===== src/hdl/ssnf_pkg.sv =====
// Shared types, constants and segment encoding for the seven-segment number formatter.
package ssnf_pkg;

  // Display geometry
  localparam int DIGITS = 6;
  localparam int SLOT_W = 3;

  typedef logic [SLOT_W-1:0]   slot_t;
  typedef logic [3:0]          digit_t;
  typedef logic [7:0]          seg_t;
  typedef digit_t [DIGITS-1:0] digits_t;
  typedef seg_t   [DIGITS-1:0] frame_t;

  localparam slot_t LAST_SLOT = slot_t'(DIGITS - 1);

  // Special segment bytes
  localparam seg_t SEG_BLANK = 8'h00;
  localparam seg_t SEG_MINUS = 8'h40;
  localparam seg_t SEG_POINT = 8'h80;

  // floor(x / 10) == (x * RECIP10) >> RECIP10_SHIFT for every 32-bit x
  localparam logic [31:0] RECIP10       = 32'hCCCC_CCCD;
  localparam int          RECIP10_SHIFT = 35;

  // Digit index carried in each transmit slot (display shows groups of three reversed)
  localparam logic [SLOT_W-1:0] SEND_ORDER [DIGITS] = '{3'd2, 3'd1, 3'd0, 3'd5, 3'd4, 3'd3};

  // Bookkeeping carried alongside an item through the front pipeline
  typedef struct packed {
    logic       neg;
    logic       keep;
    logic [3:0] point;
    logic       blank;
  } meta_t;

  // Segment pattern for a decimal digit; codes above nine mean nothing
  function automatic seg_t seg_code(input digit_t d);
    seg_t s;
    unique case (d)
      4'd0:    s = 8'h3F;
      4'd1:    s = 8'h06;
      4'd2:    s = 8'h5B;
      4'd3:    s = 8'h4F;
      4'd4:    s = 8'h66;
      4'd5:    s = 8'h6D;
      4'd6:    s = 8'h7D;
      4'd7:    s = 8'h07;
      4'd8:    s = 8'h7F;
      4'd9:    s = 8'h6F;
      default: s = SEG_BLANK;
    endcase
    return s;
  endfunction

endpackage


===== src/hdl/ssnf_queue.sv =====
// Short frame queue between the front end and the byte serializer.
module ssnf_queue import ssnf_pkg::*; #(
  parameter int DEPTH = 2
) (
  input  logic   clk,
  input  logic   rst_n,
  input  logic   push,
  input  frame_t wr_frame,
  output logic   full,
  input  logic   pop,
  output frame_t rd_frame,
  output logic   empty
);

  localparam int PTR_W = (DEPTH > 1) ? $clog2(DEPTH) : 1;
  localparam int CNT_W = $clog2(DEPTH + 1);

  frame_t             store [DEPTH];
  logic [PTR_W-1:0]   wr_ptr_r, rd_ptr_r;
  logic [CNT_W-1:0]   count_r;
  logic               do_push, do_pop;

  assign full     = count_r == CNT_W'(DEPTH);
  assign empty    = count_r == '0;
  assign do_push  = push && !full;
  assign do_pop   = pop && !empty;
  assign rd_frame = store[rd_ptr_r];

  // Pointers and fill count
  always_ff @(posedge clk) begin
    if (!rst_n) begin
      wr_ptr_r <= '0;
      rd_ptr_r <= '0;
      count_r  <= '0;
    end else begin
      if (do_push) wr_ptr_r <= (wr_ptr_r == PTR_W'(DEPTH - 1)) ? '0 : wr_ptr_r + 1'b1;
      if (do_pop)  rd_ptr_r <= (rd_ptr_r == PTR_W'(DEPTH - 1)) ? '0 : rd_ptr_r + 1'b1;
      if (do_push && !do_pop)      count_r <= count_r + 1'b1;
      else if (do_pop && !do_push) count_r <= count_r - 1'b1;
    end
  end

  // Frame storage
  always_ff @(posedge clk) begin
    if (do_push) store[wr_ptr_r] <= wr_frame;
  end

endmodule


===== config.mk =====
export PLATFORM = sky130hd
export DESIGN_NAME = ssnf_queue
export DESIGN_NICKNAME = d
export VERILOG_FILES = /design/src/hdl/ssnf_pkg.sv /design/src/hdl/ssnf_queue.sv
export SDC_FILE = /design/constraint.sdc
export NUM_CORES = 1
export LEC_CHECK = 0
export BUFFER_PORTS_ARGS = -buffer_cell sky130_fd_sc_hd__clkbuf_2
export CAP_MARGIN = 15
export CORE_ASPECT_RATIO = 1.75
export CORE_MARGIN = 3
export CORE_UTILIZATION = 32
export CTS_CLUSTER_SIZE = 30
export DETAILED_ROUTE_END_ITERATION = 6
export GPL_TIMING_DRIVEN = 0
export HOLD_SLACK_MARGIN = 0.1
export PLACE_DENSITY_LB_ADDON = 0.08
export SYNTH_ARGS = -nofsm -noshare
export SYNTH_HDL_FRONTEND = slang
export SYNTH_SLANG_ARGS = --single-unit
export TNS_END_PERCENT = 30

===== constraint.sdc =====
create_clock -name clk -period 2.7 [get_ports clk]
set_input_delay 0.27 -clock clk [delete_from_list [all_inputs] [get_ports clk]]
set_output_delay 0.27 -clock clk [all_outputs]
set_load 0.02 [all_outputs]

==> flow_metrics.py <==
metrics = {
    "run_status": {
        "status": "finished clean",
    },
    "placement": {
        "gp_congestion": 0.648,
        "post-place-cells": 411,
        "placed_area_mm2": 0.00448,
        "port_buffers": 101,
        "hpwl_um": 4890,
    },
    "cells_and_area": {
        "fill_cells": 1061,
        "stdcell_area_mm2": 0.00477,
        "drive_above_1_share_pct": 58.6,
        "area_growth_pct": 29.0,
        "diodes": 0,
        "final_cells": 427,
        "nets": 343,
    },
    "floorplan": {
        "die_y_um": 148,
        "num_io_pins": 102,
        "placementRows": 51,
        "dieArea_mm2": 0.0129,
        "initial_core_util_pct": 32.9,
        "die_x_um": 87.3,
        "design.core.area_mm2": 0.0112,
    },
    "routing": {
        "ant_nets": 0,
        "drcViolationCount": 0,
        "wire_per_inst_um": 16.2,
        "vias": 1945,
        "routed_wl_um": 6940,
        "dr.pass1.iters": 4,
        "vias_per_cell": 4.56,
        "initialDrtViolationCount": 46,
    },
    "yosys": {
        "ys_top_cells_by_area": "edfxtp_1 78%, mux2_2 14%, dfxtp_1 2.7%",
        "yosysTopAreaCell": "edfxtp_1",
        "ys_types": 23,
        "yosysWarningCount": 0,
        "ys_seq_area_share_pct": 80.7,
        "syn-cell-area_mm2": 0.00370,
        "syn_area_per_cell_um2": 21.2,
        "synth_nets": 227,
        "synth.top_cell.area_share_pct": 78.0,
        "synth_cells": 174,
        "synth-seq-cells": 101,
    },
    "global_routing": {
        "grt_max_degree": 31,
        "grt_pass1_wl_um": 10800,
        "first_global_vias": 2184,
        "antenna_found_initial": 0,
        "overflow": 0,
        "grt.total_usage_pct": 11.2,
    },
    "clocking": {
        "cts_buffers": 9,
        "cts_htree_levels": 3,
        "post_cts_buffers": 0,
        "cts_buffer_depth": 2,
        "clock-sinks": 101,
        "cts_resized": 0,
        "root_buffer": "clkbuf_16",
        "hold_buffers": 0,
        "insertion_delay_ns": 0.33,
        "cts_tree": "done",
        "clk_pin_slew_ns": 0.07,
    },
    "power": {
        "p_comb_share_pct": 29.7,
        "p_int_uw": 3270,
        "p_switching_uw": 1390,
        "leakage_uw": 0.00181,
        "ir_worst_vdd_v": 0.000386,
        "switching_share_pct": 29.8,
        "p_seq_share_pct": 43.5,
        "power.density_mw_per_mm2": 977,
        "clockPowerShare_pct": 26.8,
    },
    "sta": {
        "tightest_slew_ns": 0.535,
        "timing.slew.headroom_pct": 64.3,
        "hold_violations": 0,
        "fin_crit_sh_pct": 68.6,
        "finalCriticalPeriod_ns": 1.85,
        "fin_hold_ws_ns": 0.125,
        "finalMaxSlewViolations": 0,
        "rsz0062_at_grt": "false",
        "clock.fmax_mhz": 540,
        "clock_skew_ns": 0.00404,
        "setup_viol": 0,
    },
    "critical_path": {
        "cp_max_fo": 10,
        "cpLargestDelayFamily": "buffers and inverters",
        "cp.arrival_ns": 1.58,
        "end_kind": "primary output",
        "startpoint_type": "register",
        "crit_slowest_cell": "dfxtp_1",
        "cp_num_buf_inv": 3,
        "crit_chain": "buf_4, buf_6, mux2_2, clkbuf_2",
        "reg2reg_from": "count_r[0]",
        "cpPeakStageDelay_ns": 0.35,
        "cp.required_ns": 2.43,
        "path_class": "register to primary output",
    },
    "hold_path": {
        "hp-start": "wr_frame[28]",
        "hold_path_class": "input pin to register",
    },
    "run": {
        "drv_cap": 0,
    },
}
## registers in the layout, summed over array words and instances (netlist names), named ones only
signal,flops
count_r,2
rd_ptr_r,1
store,96
wr_ptr_r,1
## final cells by class
class	count	area, um2	share of cell area (%)
Buffer	5	40.0	0.839
Clock buffer	10	229	4.80
Clock inverter	6	63.8	1.34
Inverter	2	7.51	0.157
Multi-Input combinational cell	66	674	14.1
Sequential cell	101	2980	62.5
Tap cell	132	165	3.46
Timing Repair Buffer	105	608	12.7
## worst reg2reg max path, cell delays in order, from the launching register on
cell and delay [ns]:
dfxtp_1 0.43, nand2b_1 0.18, and3_2 0.55, buf_12 0.29
## path summary, 6_finish.rpt
check | cells after the start | end | slack [ns]
max | 4 | rd_frame[13] | 0.85
min | 1 | store[1][28] | 0.12
max reg2reg | 3 | store[1][39] | 0.94
min reg2reg | 2 | count_r[1] | 0.54
## metal layers
metal  up-vias  track usage (%)  part of all wire, %
met4         0             4.84                  1.6
li1        910                -                    -
met5         -                0                    0
met1       962             10.5                   35
met3         7             3.44                  6.1
met2        66             21.2                   57
## Yosys cell counts
cell type / number
o21a_1: 1
nor2_1: 2
ha_1: 1
and2_1: 3
a21boi_1: 1
buf_6: 2
dfxtp_1: 5
inv_1: 1
inv_2: 1
o21ai_1: 1
buf_4: 1
buf_2: 2
mux2_1: 2
a21boi_0: 1
nor3_2: 1
xnor2_1: 2
or3_1: 1
edfxtp_1: 96
nand2b_1: 1
mux2_2: 46
and3_1: 1
o21ai_0: 1
xor2_1: 1
## kinds of logic after synthesis
logic type,share of synthesized area [%]
buf+inv,1.29
compound gates,0.880
xor+xnor,0.711
mux,14.6
flops,80.7
fa+ha+maj,0.338
simple gates,1.49
## per-stage QoR
step	power, uW	util, %	TNS, ns	worst slack (ns)
floorplan	2960	-	0	0.474
global placement	3400	38.9	-33.81	-0.362
detailed placement	3490	39.9	0	0.912
CTS	4760	42.5	0	0.791
global route	4900	42.5	0	0.741
finish	4660	42.5	0	0.847
## placed cells by master, fill, tap and decap left out
cell | synthesis | layout
xnor2_1 | 2 | 2
xor2_1 | 1 | 1
clkbuf_1 | 0 | 1
o21a_1 | 1 | 1
mux2_1 | 2 | 2
clkinv_1 | 0 | 1
buf_12 | 0 | 1
nand2b_1 | 1 | 1
and2_1 | 3 | 3
buf_16 | 0 | 3
o21ai_0 | 1 | 1
clkbuf_2 | 0 | 101
buf_6 | 2 | 2
and3_2 | 0 | 1
buf_2 | 2 | 2
clkbuf_16 | 0 | 9
nor2_1 | 2 | 2
buf_4 | 1 | 1
clkinv_4 | 0 | 2
a21boi_0 | 1 | 1
o21ai_1 | 1 | 1
or3_1 | 1 | 1
clkinv_2 | 0 | 1
ha_1 | 1 | 1
nor3_4 | 0 | 1
dfxtp_1 | 5 | 5
clkinvlp_4 | 0 | 1
edfxtp_1 | 96 | 96
a21boi_1 | 1 | 1
inv_2 | 1 | 1
mux2_2 | 46 | 46
bufinv_16 | 0 | 1
inv_1 | 1 | 1
## power by group through the flow
stage                     Clock (uW)  Sequential (uW)  Combinational (uW)
final                           1250             2030                1390
after global routing            1350             2050                1500
after CTS                       1300             2030                1440
after detailed placement           0             2060                1430
after global placement             0             2070                1330
after floorplan                    0             2050                 912
No activity file was read; power rests on OpenSTA's default activity.
