**src/hdl/ssnf_pkg.sv**
```systemverilog
// Shared types, constants and segment encoding for the seven-segment number formatter.
package ssnf_pkg;

  // Display geometry
  localparam int DIGITS = 6;
  localparam int SLOT_W = 3;

  typedef logic [SLOT_W-1:0]   slot_t;
  typedef logic [3:0]          digit_t;
  typedef logic [7:0]          seg_t;
  typedef digit_t [DIGITS-1:0] digits_t;
  typedef seg_t   [DIGITS-1:0] frame_t;

  localparam slot_t LAST_SLOT = slot_t'(DIGITS - 1);

  // Special segment bytes
  localparam seg_t SEG_BLANK = 8'h00;
  localparam seg_t SEG_MINUS = 8'h40;
  localparam seg_t SEG_POINT = 8'h80;

  // floor(x / 10) == (x * RECIP10) >> RECIP10_SHIFT for every 32-bit x
  localparam logic [31:0] RECIP10       = 32'hCCCC_CCCD;
  localparam int          RECIP10_SHIFT = 35;

  // Digit index carried in each transmit slot (display shows groups of three reversed)
  localparam logic [SLOT_W-1:0] SEND_ORDER [DIGITS] = '{3'd2, 3'd1, 3'd0, 3'd5, 3'd4, 3'd3};

  // Bookkeeping carried alongside an item through the front pipeline
  typedef struct packed {
    logic       neg;
    logic       keep;
    logic [3:0] point;
    logic       blank;
  } meta_t;

  // Segment pattern for a decimal digit; codes above nine mean nothing
  function automatic seg_t seg_code(input digit_t d);
    seg_t s;
    unique case (d)
      4'd0:    s = 8'h3F;
      4'd1:    s = 8'h06;
      4'd2:    s = 8'h5B;
      4'd3:    s = 8'h4F;
      4'd4:    s = 8'h66;
      4'd5:    s = 8'h6D;
      4'd6:    s = 8'h7D;
      4'd7:    s = 8'h07;
      4'd8:    s = 8'h7F;
      4'd9:    s = 8'h6F;
      default: s = SEG_BLANK;
    endcase
    return s;
  endfunction

endpackage

```
**src/hdl/ssnf_back.sv**
```systemverilog
// Back end: sends one segment byte per transfer from the frame at the queue head.
module ssnf_back import ssnf_pkg::*; (
  input  logic   clk,
  input  logic   rst_n,
  input  frame_t q_frame,
  input  logic   q_empty,
  output logic   q_pop,
  output logic   out_empty,
  input  logic   out_pop,
  output seg_t   out_segments,
  output slot_t  out_slot,
  output logic   out_last
);

  frame_t frame_r;
  slot_t  slot_r;
  logic   busy_r;
  logic   take;

  // Load the next frame when idle or as the last byte leaves
  assign take  = !busy_r || (out_pop && slot_r == LAST_SLOT);
  assign q_pop = take && !q_empty;

  always_ff @(posedge clk) begin
    if (!rst_n) begin
      busy_r <= 1'b0;
      slot_r <= '0;
    end else if (q_pop) begin
      busy_r <= 1'b1;
      slot_r <= '0;
    end else if (take) begin
      busy_r <= 1'b0;
    end else if (out_pop) begin
      slot_r <= slot_r + 1'b1;
    end
  end

  always_ff @(posedge clk) begin
    if (q_pop) frame_r <= q_frame;
  end

  assign out_empty    = !busy_r;
  assign out_segments = frame_r[slot_r];
  assign out_slot     = slot_r;
  assign out_last     = slot_r == LAST_SLOT;

endmodule

```
**config.mk**
```make
export PLATFORM = sky130hd
export DESIGN_NAME = ssnf_back
export DESIGN_NICKNAME = d
export VERILOG_FILES = /design/src/hdl/ssnf_pkg.sv /design/src/hdl/ssnf_back.sv
export SDC_FILE = /design/constraint.sdc
export NUM_CORES = 1
export LEC_CHECK = 0
export BUFFER_PORTS_ARGS = -buffer_cell sky130_fd_sc_hd__clkbuf_2
export CELL_PAD_IN_SITES_DETAIL_PLACEMENT = 0
export CELL_PAD_IN_SITES_GLOBAL_PLACEMENT = 1
export CORE_ASPECT_RATIO = 1.2
export CORE_UTILIZATION = 43
export CTS_BUF_LIST = sky130_fd_sc_hd__clkbuf_8
export DETAILED_ROUTE_END_ITERATION = 10
export GPL_ROUTABILITY_DRIVEN = 0
export GPL_TIMING_DRIVEN = 0
export MAX_ROUTING_LAYER = met4
export PLACE_DENSITY_LB_ADDON = 0.1
export REMOVE_ABC_BUFFERS = 1
export SYNTH_ARGS = -nofsm -noshare
export SYNTH_HDL_FRONTEND = slang
export SYNTH_SLANG_ARGS = --single-unit
```
**constraint.sdc**
```tcl
create_clock -name clk -period 4.5 [get_ports clk]
set_input_delay 0.45 -clock clk [delete_from_list [all_inputs] [get_ports clk]]
set_output_delay 0.45 -clock clk [all_outputs]
set_load 0.01 [all_outputs]
```
==> metrics.yaml, run 1 <==
outcome:
  outcome: "finished, final reports clean"
synthesis:
  ys.flop_type: "edfxtp_1"
  synthesis.area_um2: 2093
  synth.most_common_cell: "edfxtp_1"
  syn_inst: 121
  synth_top_area_share_pct: 68.86
  ys_seq_area_share_pct: 72.68
  synth_seq_cells: 52
  syn_area_per_cell_um2: 17.30
  yosysUniqueCellTypes: 25
  synthTopCellsByCount: "edfxtp_1 (48), mux2i_1 (24), or3_1 (10)"
  async_flop_share_pct: 0
  synth_edf_count: 48
  yosys.area.top_type: "edfxtp_1"
  yosys_warnings: 0
  synth_top_cells_by_area: "edfxtp_1 (69%), mux2i_1 (11%), dfxtp_1 (3.8%)"
layout:
  fill_cells: 405
  nNetsFinal: 242
  stdcell_area_um2: 2552
  seq_area_um2: 1521
  drive_gt1_share_pct: 41.80
  stdcell_count: 247
  areaGrowthSynthToFinish_pct: 21.94
  multiInputGateArea_um2: 521.8
  antenna_cells: 0
  final_core_util_pct: 55.15
timing:
  fin_crit_ns: 3.220
  grt_setup_unrepaired: "no"
  worst_pin_slew_ns: 1.105
  fin_worst_skew_ns: 0.008516
  slew_headroom_pct: 26.21
  fin_ws_ns: 1.280
  setup_violations: 0
  hold_viol: 0
  finalCritPeriodShare_pct: 71.55
  slew_viol_final: 0
  max_freq_ghz: 0.3106
job:
  maxCapViolCount: 0
floorplan:
  fp.dieW_um: 65.69
  core_area_um2: 4628
  pin_count: 66
  rows: 27
  start_util_pct: 45.23
  die_area_um2: 5152
  die_h_um: 78.43
pwr:
  totalPowerFinal_mw: 0.8863
  power_density_nw_per_um2: 347.2
  switching_share_pct: 21.09
  leakage_nw: 0.9520
  p_seq_share_pct: 64.1
  p_sw_mw: 0.1870
  comb_power_share_pct: 8.0
  vdd_drop_max_mv: 0.2360
  intPower_mw: 0.6994
  p_clk_share_pct: 28.0
global_routing:
  grt_first_pass_wirelength_mm: 5.954
  grt.total_usage_pct: 16.27
  antenna_found_initial: 0
  grt_max_degree: 35
  grt_pass1_vias: 1307
  grt_overflow_total: 0
worst_setup_path:
  path_cells: "ha_1 -> nand3_1 -> a21oi_4 -> buf_12 -> clkbuf_2"
  crit_required_ns: 4.05
  cp.arrival_ns: 2.77
  crit_path_end_kind: "output port"
  cpPeakStageDelay_ns: 0.94
  start_kind: "register"
  critPathSlowestCell: "dfxtp_1"
  critical_path.max_fanout: 34
  path_class: "register to output port"
route:
  drc: 0
  via_count: 1233
  drt_iter0_drc: 68
  postRouteAntennaNets: 0
  routed_wl_mm: 3.684
  via_per_inst: 4.992
  first_pass_iters: 4
  detail_route.wl_per_cell_um: 14.91
placement:
  pre_cts_slack_ns: 1.571
  port_buffers: 65
  placed_cells: 239
  dp_hpwl_mm: 2.556
  dpl_cell_area_um2: 2469
clock_network:
  cts_setup_buffers: 0
  cts_resized: 0
  holdBufCountCts: 0
  cts_tree: "yes"
  cts.sinks: 52
  path_clk_slew_ns: 0.09
  cts_buffers: 5
  cts_root_buffer: "clkbuf_8"
  clkLatencyLatePin_ns: 0.29
  htreeDepth: 2
  clockBufferDepth: 2
worst_hold_path:
  min_path_type: "input pin to register"
-- registers in the layout (all words and copies together) (netlist names) --
name and count:
busy_r 1, out_slot 3, frame_r 48
-- path summary, 6_finish.rpt --
| path | depth (start not counted) | end | from | slack (ns) |
|---|---|---|---|---|
| setup / recovery | 5 | q_pop | out_slot[0]$_SDFFE_PP0P_ | 1.28 |
| hold / removal | 1 | frame_r[22]$_DFFE_PP_ | q_frame[22] | 0.32 |
| setup reg to reg | 4 | frame_r[8]$_DFFE_PP_ | out_slot[0]$_SDFFE_PP0P_ | 1.89 |
| hold reg to reg | 2 | busy_r$_SDFFE_PN0P_ | busy_r$_SDFFE_PN0P_ | 0.62 |
-- metal layers --
layer  share of wire [%]  routed length [um]  vias to the layer above  GRT usage [%]
met5                   0                   0                        -              -
met4                 1.2                  46                        0          5.217
met3                 3.9                 144                        5          3.052
met2                  56                2064                       39          28.06
met1                  39                1428                      575          18.81
li1                    -                   -                      614              -
-- power groups by stage --
| stage | registers (mW) | logic, mW | clock network (mW) |
|---|---|---|---|
| floorplan | 0.579 | 0.0318 | 0 |
| global placement | 0.581 | 0.0653 | 0 |
| detailed placement | 0.579 | 0.0721 | 0 |
| CTS | 0.568 | 0.0725 | 0.255 |
| global route | 0.570 | 0.0791 | 0.270 |
| finish | 0.568 | 0.0707 | 0.248 |
-- critical path: cells and delay by family, from the launching register on --
kind / cells / cell delay (ns)
and+or+nand+nor: 1 / 0.16
adders and majority gates: 1 / 0.35
DFF: 1 / 0.94
buffers and inverters: 2 / 0.45
AOI/OAI and AO/OA: 1 / 0.55
-- stage by stage --
step / hold slack, ns / TNS [ns]
after floorplan: 0.5049 / 0
after global placement: 0.5190 / -24.13
after detailed placement: 0.5981 / 0
after CTS: 0.3097 / 0
after global routing: 0.3042 / 0
final: 0.3194 / 0
-- cell type report --
class | instances | share of cell area, %
clock buffer | 5 | 2.696
clock inverter | 3 | 0.5882
multi-input combinational | 61 | 20.44
sequential | 52 | 59.61
tap | 58 | 2.843
inverter | 2 | 0.2941
timing repair buffer | 66 | 13.53
-- cell usage in the layout, fill, tap and decap left out, types with 2 or more instances in the layout --
| cell type | count |
|---|---|
| clkbuf_2 | 65 |
| clkbuf_8 | 5 |
| dfxtp_1 | 4 |
| edfxtp_1 | 48 |
| ha_1 | 2 |
| inv_1 | 2 |
| mux2i_1 | 24 |
| nand2_2 | 2 |
| o21ai_0 | 2 |
| o221ai_1 | 8 |
| or3_1 | 10 |
-- cells by family after synthesis --
logic type,count (synthesis),synth area share (%)
AND/OR/NAND/NOR,19,5.977
AO/OA/AOI/OAI,16,5.739
multiplexers,24,11.48
adder cells (fa/ha/maj),2,1.195
flip-flops,52,72.68
buffers and inverters,8,2.928
Power figures use the tool's default switching activity.
==> run 2, diff against run 1 <==
- ABC_AREA: unset -> 1
- CORE_UTILIZATION: 43 -> 41
- clock period: 4.5 -> 3.2 ns (I/O delays scaled with it)
==> metrics.yaml, run 2 <==
synthesis:
  yosys_warnings: 0  # unchanged
  yosys-mux-area-fraction_pct: 0  # -11 points
  syn_area_per_cell_um2: 11.41  # -34%
  async_flop_share_pct: 0  # unchanged
  yosysUniqueCellTypes: 18  # -28%
  synth_seq_cells: 52  # unchanged
  synth_compound_area_share_pct: 5.402  # -0.34 points
  yosys.area.top_type: "edfxtp_1"
  ys.flop_type: "edfxtp_1"
  ys_seq_area_share_pct: 67.03  # -5.6 points
  syn_inst: 199  # +64%
  synth_top_area_share_pct: 63.51  # -5.4 points
  synth_simple_gate_area_share_pct: 18.74  # +13 points
  synthTopCellsByCount: "nand2_1 (81), edfxtp_1 (48), inv_1 (22)"
  synth_top_cells_by_area: "edfxtp_1 (64%), nand2_1 (13%), nand3_2 (4.0%)"
  synth.most_common_cell: "nand2_1"
  synth_top_family_by_area: "simple AND/OR/NAND/NOR gates"
  yosys.area_share.xor_xnor_pct: 0.3859  # +0.39 points
  synthesis.area_um2: 2270  # +8.4%
  synth_adder_area_share_pct: 1.103  # -0.093 points
  synth_edf_count: 48  # unchanged
route:
  postRouteAntennaNets: 0  # unchanged
  routed_wl_mm: 3.896  # +5.8%
  drc: 0  # unchanged
  detail_route.wl_per_cell_um: 11.84  # -21%
  via_per_inst: 4.508  # -9.7%
  first_pass_iters: 4  # unchanged
  via_count: 1483  # +20%
  drt_iter0_drc: 76  # +12%
worst_setup_path:
  crit_path_end_kind: "output port"
  start_kind: "register"
  crit_cells: 8  # +3
  crit_top_cell: "nand2_1"
  path_cells: "inv_6 -> ha_1 -> nand3_1 -> nand2_1 -> nand2_1 -> inv_2 -> buf_12 -> clkbuf_2"
  worst-r2r-cell-count: 7  # +3
  path_class: "register to output port"
  critical_path.max_fanout: 31  # -8.8%
  cpPeakStageDelay_ns: 0.85  # -0.09 ns
  cp.arrival_ns: 2.36  # -0.41 ns
  crit_family: "flip-flops"
  crit_required_ns: 2.88  # -1.17 ns
  critPathSlowestCell: "dfxtp_1"
  path_buf_inv: 4  # +2
layout:
  final_common_cell: "nand2_1"
  stdcell_count: 329  # +33%
  antenna_cells: 0  # unchanged
  areaGrowthSynthToFinish_pct: 20.12
  drive_gt1_share_pct: 33.33  # -8.5 points
  nNetsFinal: 320  # +32%
  largest_reg_flops: 48  # unchanged
  mostFrequentLayoutCells: "nand2_1 (81), clkbuf_2 (65), edfxtp_1 (48), inv_1 (21), nand3_2 (9)"
  stdcell_area_um2: 2726  # +6.8%
  largest-register: "frame_r"
  fill_cells: 496  # +22%
pwr:
  switching_share_pct: 21.56  # +0.47 points
  vdd_drop_max_mv: 0.3434  # +45%
  p_clk_share_pct: 29.2  # +1.2 points
  intPower_mw: 1.007  # +44%
  p_sw_mw: 0.2767  # +48%
  p_seq_share_pct: 62.2  # -1.9 points
  comb_power_share_pct: 8.6  # +0.6 points
  power_density_nw_per_um2: 470.7  # +36%
  leakage_nw: 1.293  # +36%
clock_network:
  path_clk_slew_ns: 0.09  # about the same
  cts_buffers: 5  # unchanged
  htreeDepth: 2  # unchanged
  holdBufCountCts: 0  # unchanged
  clockBufferDepth: 2  # unchanged
  clkLatencyLatePin_ns: 0.30  # about the same
  cts_tree: "yes"
  cts_root_buffer: "clkbuf_8"
  cts.sinks: 52  # unchanged
timing:
  setup_violations: 0  # unchanged
  worst_pin_slew_ns: 0.7935  # -0.3118 ns
  finalCritPeriodShare_pct: 83.90
  fin_worst_skew_ns: 0.007684  # -0.0008316 ns
  max_freq_ghz: 0.3724
  grt_setup_unrepaired: "no"
  hold_viol: 0  # unchanged
  fin_ws_ns: 0.5151  # -0.7654 ns
  slew_headroom_pct: 47.03  # +21 points
  fin_crit_ns: 2.685
  hold_ws_ns: 0.1878  # -0.1316 ns
  slew_viol_final: 0  # unchanged
global_routing:
  grt_pass1_vias: 1301  # -0.46%
  grt_overflow_total: 0  # unchanged
  antenna_found_initial: 0  # unchanged
  grt_max_degree: 32  # -8.6%
  grt.total_usage_pct: 15.14  # -1.1 points
  grt_first_pass_wirelength_mm: 6.368  # +7.0%
floorplan:
  start_util_pct: 42.84  # -2.4 points
  fp.dieW_um: 69.92  # +6.4%
  rows: 29  # +7.4%
  die_area_um2: 5839  # +13%
  core_area_um2: 5298  # +14%
  die_h_um: 83.51  # +6.5%
  pin_count: 66  # unchanged
placement:
  placed_cells: 321  # +34%
  dpl_cell_area_um2: 2633  # +6.6%
  dp_hpwl_mm: 2.618  # +2.4%
  port_buffers: 65  # unchanged
  pre_cts_slack_ns: 0.4027  # -1.168 ns
outcome:
  outcome: "finished, final reports clean"
worst_hold_path:
  hold_depth: 1  # unchanged
  min_path_type: "input pin to register"
job:
  maxCapViolCount: 0  # unchanged
==> run 2: cell count changes after synthesis, sizes merged, moves of 6 or more <==
| cell | previous run | this run |
|---|---|---|
| nand2 | 3 | 81 |
| o21a | 0 | 8 |
| mux2i | 24 | 0 |
| or3 | 10 | 0 |
| o221ai | 8 | 0 |
| o21ai | 2 | 8 |
| nand3 | 1 | 10 |
| inv | 2 | 25 |
==> run 2: kinds of logic (layout without fill, tap and decap cells) <==
| kind of cell | Yosys count | after routing |
|---|---|---|
| compound gates | 20 | 20 |
| xor+xnor | 1 | 1 |
| fa+ha+maj | 2 | 2 |
| buf+inv | 31 | 99 |
| flops | 52 | 52 |
| simple gates | 93 | 93 |
==> run 2: final timing paths <==
path,startpoint,to,slack (ns)
setup / recovery,out_slot[1]$_SDFFE_PP0P_,q_pop,0.52
hold / removal,q_frame[23],frame_r[23]$_DFFE_PP_,0.19
setup reg to reg,out_slot[1]$_SDFFE_PP0P_,frame_r[22]$_DFFE_PP_,1.02
hold reg to reg,busy_r$_SDFFE_PN0P_,out_slot[1]$_SDFFE_PP0P_,0.55
==> run 2: timing repair <==
action / in CTS / in global routing
gates resized for setup: 0 / 1
setup buffers: 0 / 0
setup endpoints to repair: 0 / 1
==> run 2: cell type report <==
type                            instances  area, um2  share of cell area [%]
Multi-Input combinational cell        116      581.8                   21.34
Clock inverter                          2      10.01                  0.3671
Sequential cell                        52       1523                   55.85
Inverter                               25      106.4                   3.901
Tap cell                               62      77.57                   2.845
Clock buffer                            6      82.58                   3.029
Timing Repair Buffer                   66      345.3                   12.67
==> run 2: through the flow <==
| stage | setup TNS [ns] | utilization (%) | power, mW |
|---|---|---|---|
| after global placement | -12.39 | 49.32 | 0.9237 |
| after detailed placement | 0 | 49.69 | 0.9278 |
| after floorplan | 0 | - | 0.8677 |
| final | 0 | 51.46 | 1.283 |
| after CTS | 0 | 51.44 | 1.300 |
| after global routing | 0 | 51.46 | 1.347 |
==> run 2: worst reg2reg max path: cells and delay by family, from the launching register on <==
family	cells	cell delay [ns]
DFF	1	0.57
adders and majority gates	1	0.20
and+or+nand+nor	3	0.24
buffers and inverters	3	0.84
==> run 2: layer usage <==
| metal | vias up | global-route usage (%) | wire (um) |
|---|---|---|---|
| li1 | 785 | - | - |
| met1 | 643 | 18.03 | 1610 |
| met2 | 50 | 24.91 | 2034 |
| met3 | 5 | 4.106 | 196 |
| met4 | 0 | 4.909 | 54 |
| met5 | - | - | 0 |
==> run 2: power groups by stage <==
stage | combinational [mW] | clock [mW] | sequential, mW
finish | 0.110 | 0.375 | 0.798
floorplan | 0.0556 | 0 | 0.812
detailed placement | 0.113 | 0 | 0.815
global route | 0.126 | 0.418 | 0.803
CTS | 0.113 | 0.388 | 0.799
global placement | 0.108 | 0 | 0.816
==> run 3, diff against run 2 <==
- ABC_AREA: 1 -> 0
- CORE_UTILIZATION: 41 -> 38
- clock period: 3.2 -> 2.44 ns (I/O delays scaled with it)
==> metrics.yaml, run 3 (synthesis results as in run 1) <==
job:
  maxCapViolCount: 0  # unchanged
worst_setup_path:
  crit_family: "flip-flops"
  path_class: "register to output port"
  cp.arrival_ns: 2.05  # -0.31 ns
  path_cells: "inv_2 -> ha_1 -> nand3_1 -> a21oi_4 -> clkbuf_2"
  crit_required_ns: 2.20  # -0.68 ns
  crit_path_end_kind: "output port"
  path_buf_inv: 2  # -2
  start_kind: "register"
  critical_path.max_fanout: 20  # -35%
  cpPeakStageDelay_ns: 0.51  # -0.34 ns
  critPathSlowestCell: "dfxtp_2"
floorplan:
  rows: 29  # unchanged
  start_util_pct: 39.51  # -3.3 points
  die_area_um2: 5811  # -0.47%
  die_h_um: 83.31  # -0.24%
  fp.dieW_um: 69.76  # -0.24%
  pin_count: 66  # unchanged
  core_area_um2: 5298  # unchanged
route:
  via_count: 1263  # -15%
  first_pass_iters: 4  # unchanged
  drt_iter0_drc: 80  # +5.3%
  postRouteAntennaNets: 0  # unchanged
  via_per_inst: 5.032  # +12%
  detail_route.wl_per_cell_um: 15.35  # +30%
  drc: 0  # unchanged
  routed_wl_mm: 3.853  # -1.1%
timing:
  hold_ws_ns: 0.1199  # -0.06789 ns
  slew_headroom_pct: 59.52  # +12 points
  max_freq_ghz: 0.4368
  grt_setup_unrepaired: "no"
  fin_crit_ns: 2.290
  setup_violations: 0  # unchanged
  hold_viol: 0  # unchanged
  finalCritPeriodShare_pct: 93.84
  fin_worst_skew_ns: 0.003984  # -0.003700 ns
  fin_ws_ns: 0.1504  # -0.3647 ns
  worst_pin_slew_ns: 0.6072  # -0.1863 ns
  slew_viol_final: 0  # unchanged
worst_hold_path:
  min_path_type: "input pin to register"
layout:
  nNetsFinal: 243  # -24%
  final_core_util_pct: 48.42  # -3.0 points
  stdcell_count: 251  # -24%
  drive_gt1_share_pct: 43.39  # +10 points
  areaGrowthSynthToFinish_pct: 22.53
  antenna_cells: 0  # unchanged
  fill_cells: 477  # -3.8%
  largest-register: "frame_r"
  seq_area_um2: 1528  # +0.33%
  final_common_cell: "clkbuf_2"
  mostFrequentLayoutCells: "clkbuf_2 (65), edfxtp_1 (48), mux2i_1 (24), or3_1 (10), o221ai_1 (8)"
  largest_reg_flops: 48  # unchanged
  multiInputGateArea_um2: 530.5  # -8.8%
pwr:
  vdd_drop_max_mv: 0.4116  # +20%
  totalPowerFinal_mw: 1.619  # +26%
  leakage_nw: 0.9514  # -26%
  power_density_nw_per_um2: 631.0  # +34%
global_routing:
  grt_first_pass_wirelength_mm: 6.196  # -2.7%
  antenna_found_initial: 0  # unchanged
  grt.total_usage_pct: 14.41  # -0.73 points
  grt_max_degree: 31  # -3.1%
  grt_overflow_total: 0  # unchanged
  grt_pass1_vias: 1242  # -4.5%
clock_network:
  clkLatencyLatePin_ns: 0.29  # about the same
  holdBufCountCts: 0  # unchanged
  cts.sinks: 52  # unchanged
  cts_setup_buffers: 0  # unchanged
  cts_root_buffer: "clkbuf_8"
  clockBufferDepth: 2  # unchanged
  cts_buffers: 5  # unchanged
  path_clk_slew_ns: 0.08  # about the same
  htreeDepth: 2  # unchanged
  cts_tree: "yes"
placement:
  placed_cells: 243  # -24%
  port_buffers: 65  # unchanged
  dp_hpwl_mm: 2.462  # -5.9%
  pre_cts_slack_ns: -0.2994  # -0.7021 ns
outcome:
  outcome: "finished, final reports clean"
run 3: cell count changes in the layout (fill, tap and decap cells not counted), moves of 8 or more:
cell and delta:
nand2_1 -80, nand3_2 -9, mux2i_1 +24, o21ai_1 -8, o21a_1 -8, or3_1 +10
inv_1 -20, o221ai_1 +8
run 3: power breakdown:
group / internal (mW) / total [mW] / switching (mW)
clock: 0.190 / 0.439 / 0.249
sequential: 1.03 / 1.05 / 0.0202
combinational: 0.0668 / 0.132 / 0.0648
run 3: final cells by class:
class,instances,share of cell area [%]
inverter,2,0.2927
timing repair buffer,66,13.46
multi-input combinational,62,20.68
sequential,52,59.56
tap,62,3.024
clock inverter,2,0.2927
clock buffer,5,2.683
run 3: metrics by stage:
| stage | cell area [um2] | TNS (ns) |
|---|---|---|
| 2_1_floorplan | 2039 | -85.23 |
| 5_1_grt | 2565 | 0 |
| 3_3_place_gp | 2442 | -132.50 |
| 3_5_place_dp | 2474 | -10.41 |
| 6_report | 2565 | 0 |
| 4_1_cts | 2564 | 0 |
run 3: layer usage:
layer | GRT usage (%) | up-vias | wire, um
met5 | - | - | 0
met4 | 4.909 | 0 | 55
met3 | 3.519 | 5 | 191
met2 | 22.33 | 44 | 1889
met1 | 18.63 | 594 | 1717
li1 | - | 620 | -
run 3: timing repair:
item,4_1_cts,5_1_grt
gates resized for setup,3,1
gates cloned,1,0
endpoints found under the setup margin,57,1
pin swaps,1,0
endpoints found under the hold margin,0,0
run 3: worst paths after layout:
check,startpoint,end,slack (ns),depth (start not counted)
setup / recovery,out_slot[1]$_SDFFE_PP0P_,q_pop,0.15,5
setup reg to reg,out_slot[1]$_SDFFE_PP0P_,frame_r[39]$_DFFE_PP_,0.34,5
hold / removal,q_frame[13],frame_r[13]$_DFFE_PP_,0.12,1
hold reg to reg,busy_r$_SDFFE_PN0P_,busy_r$_SDFFE_PN0P_,0.63,2
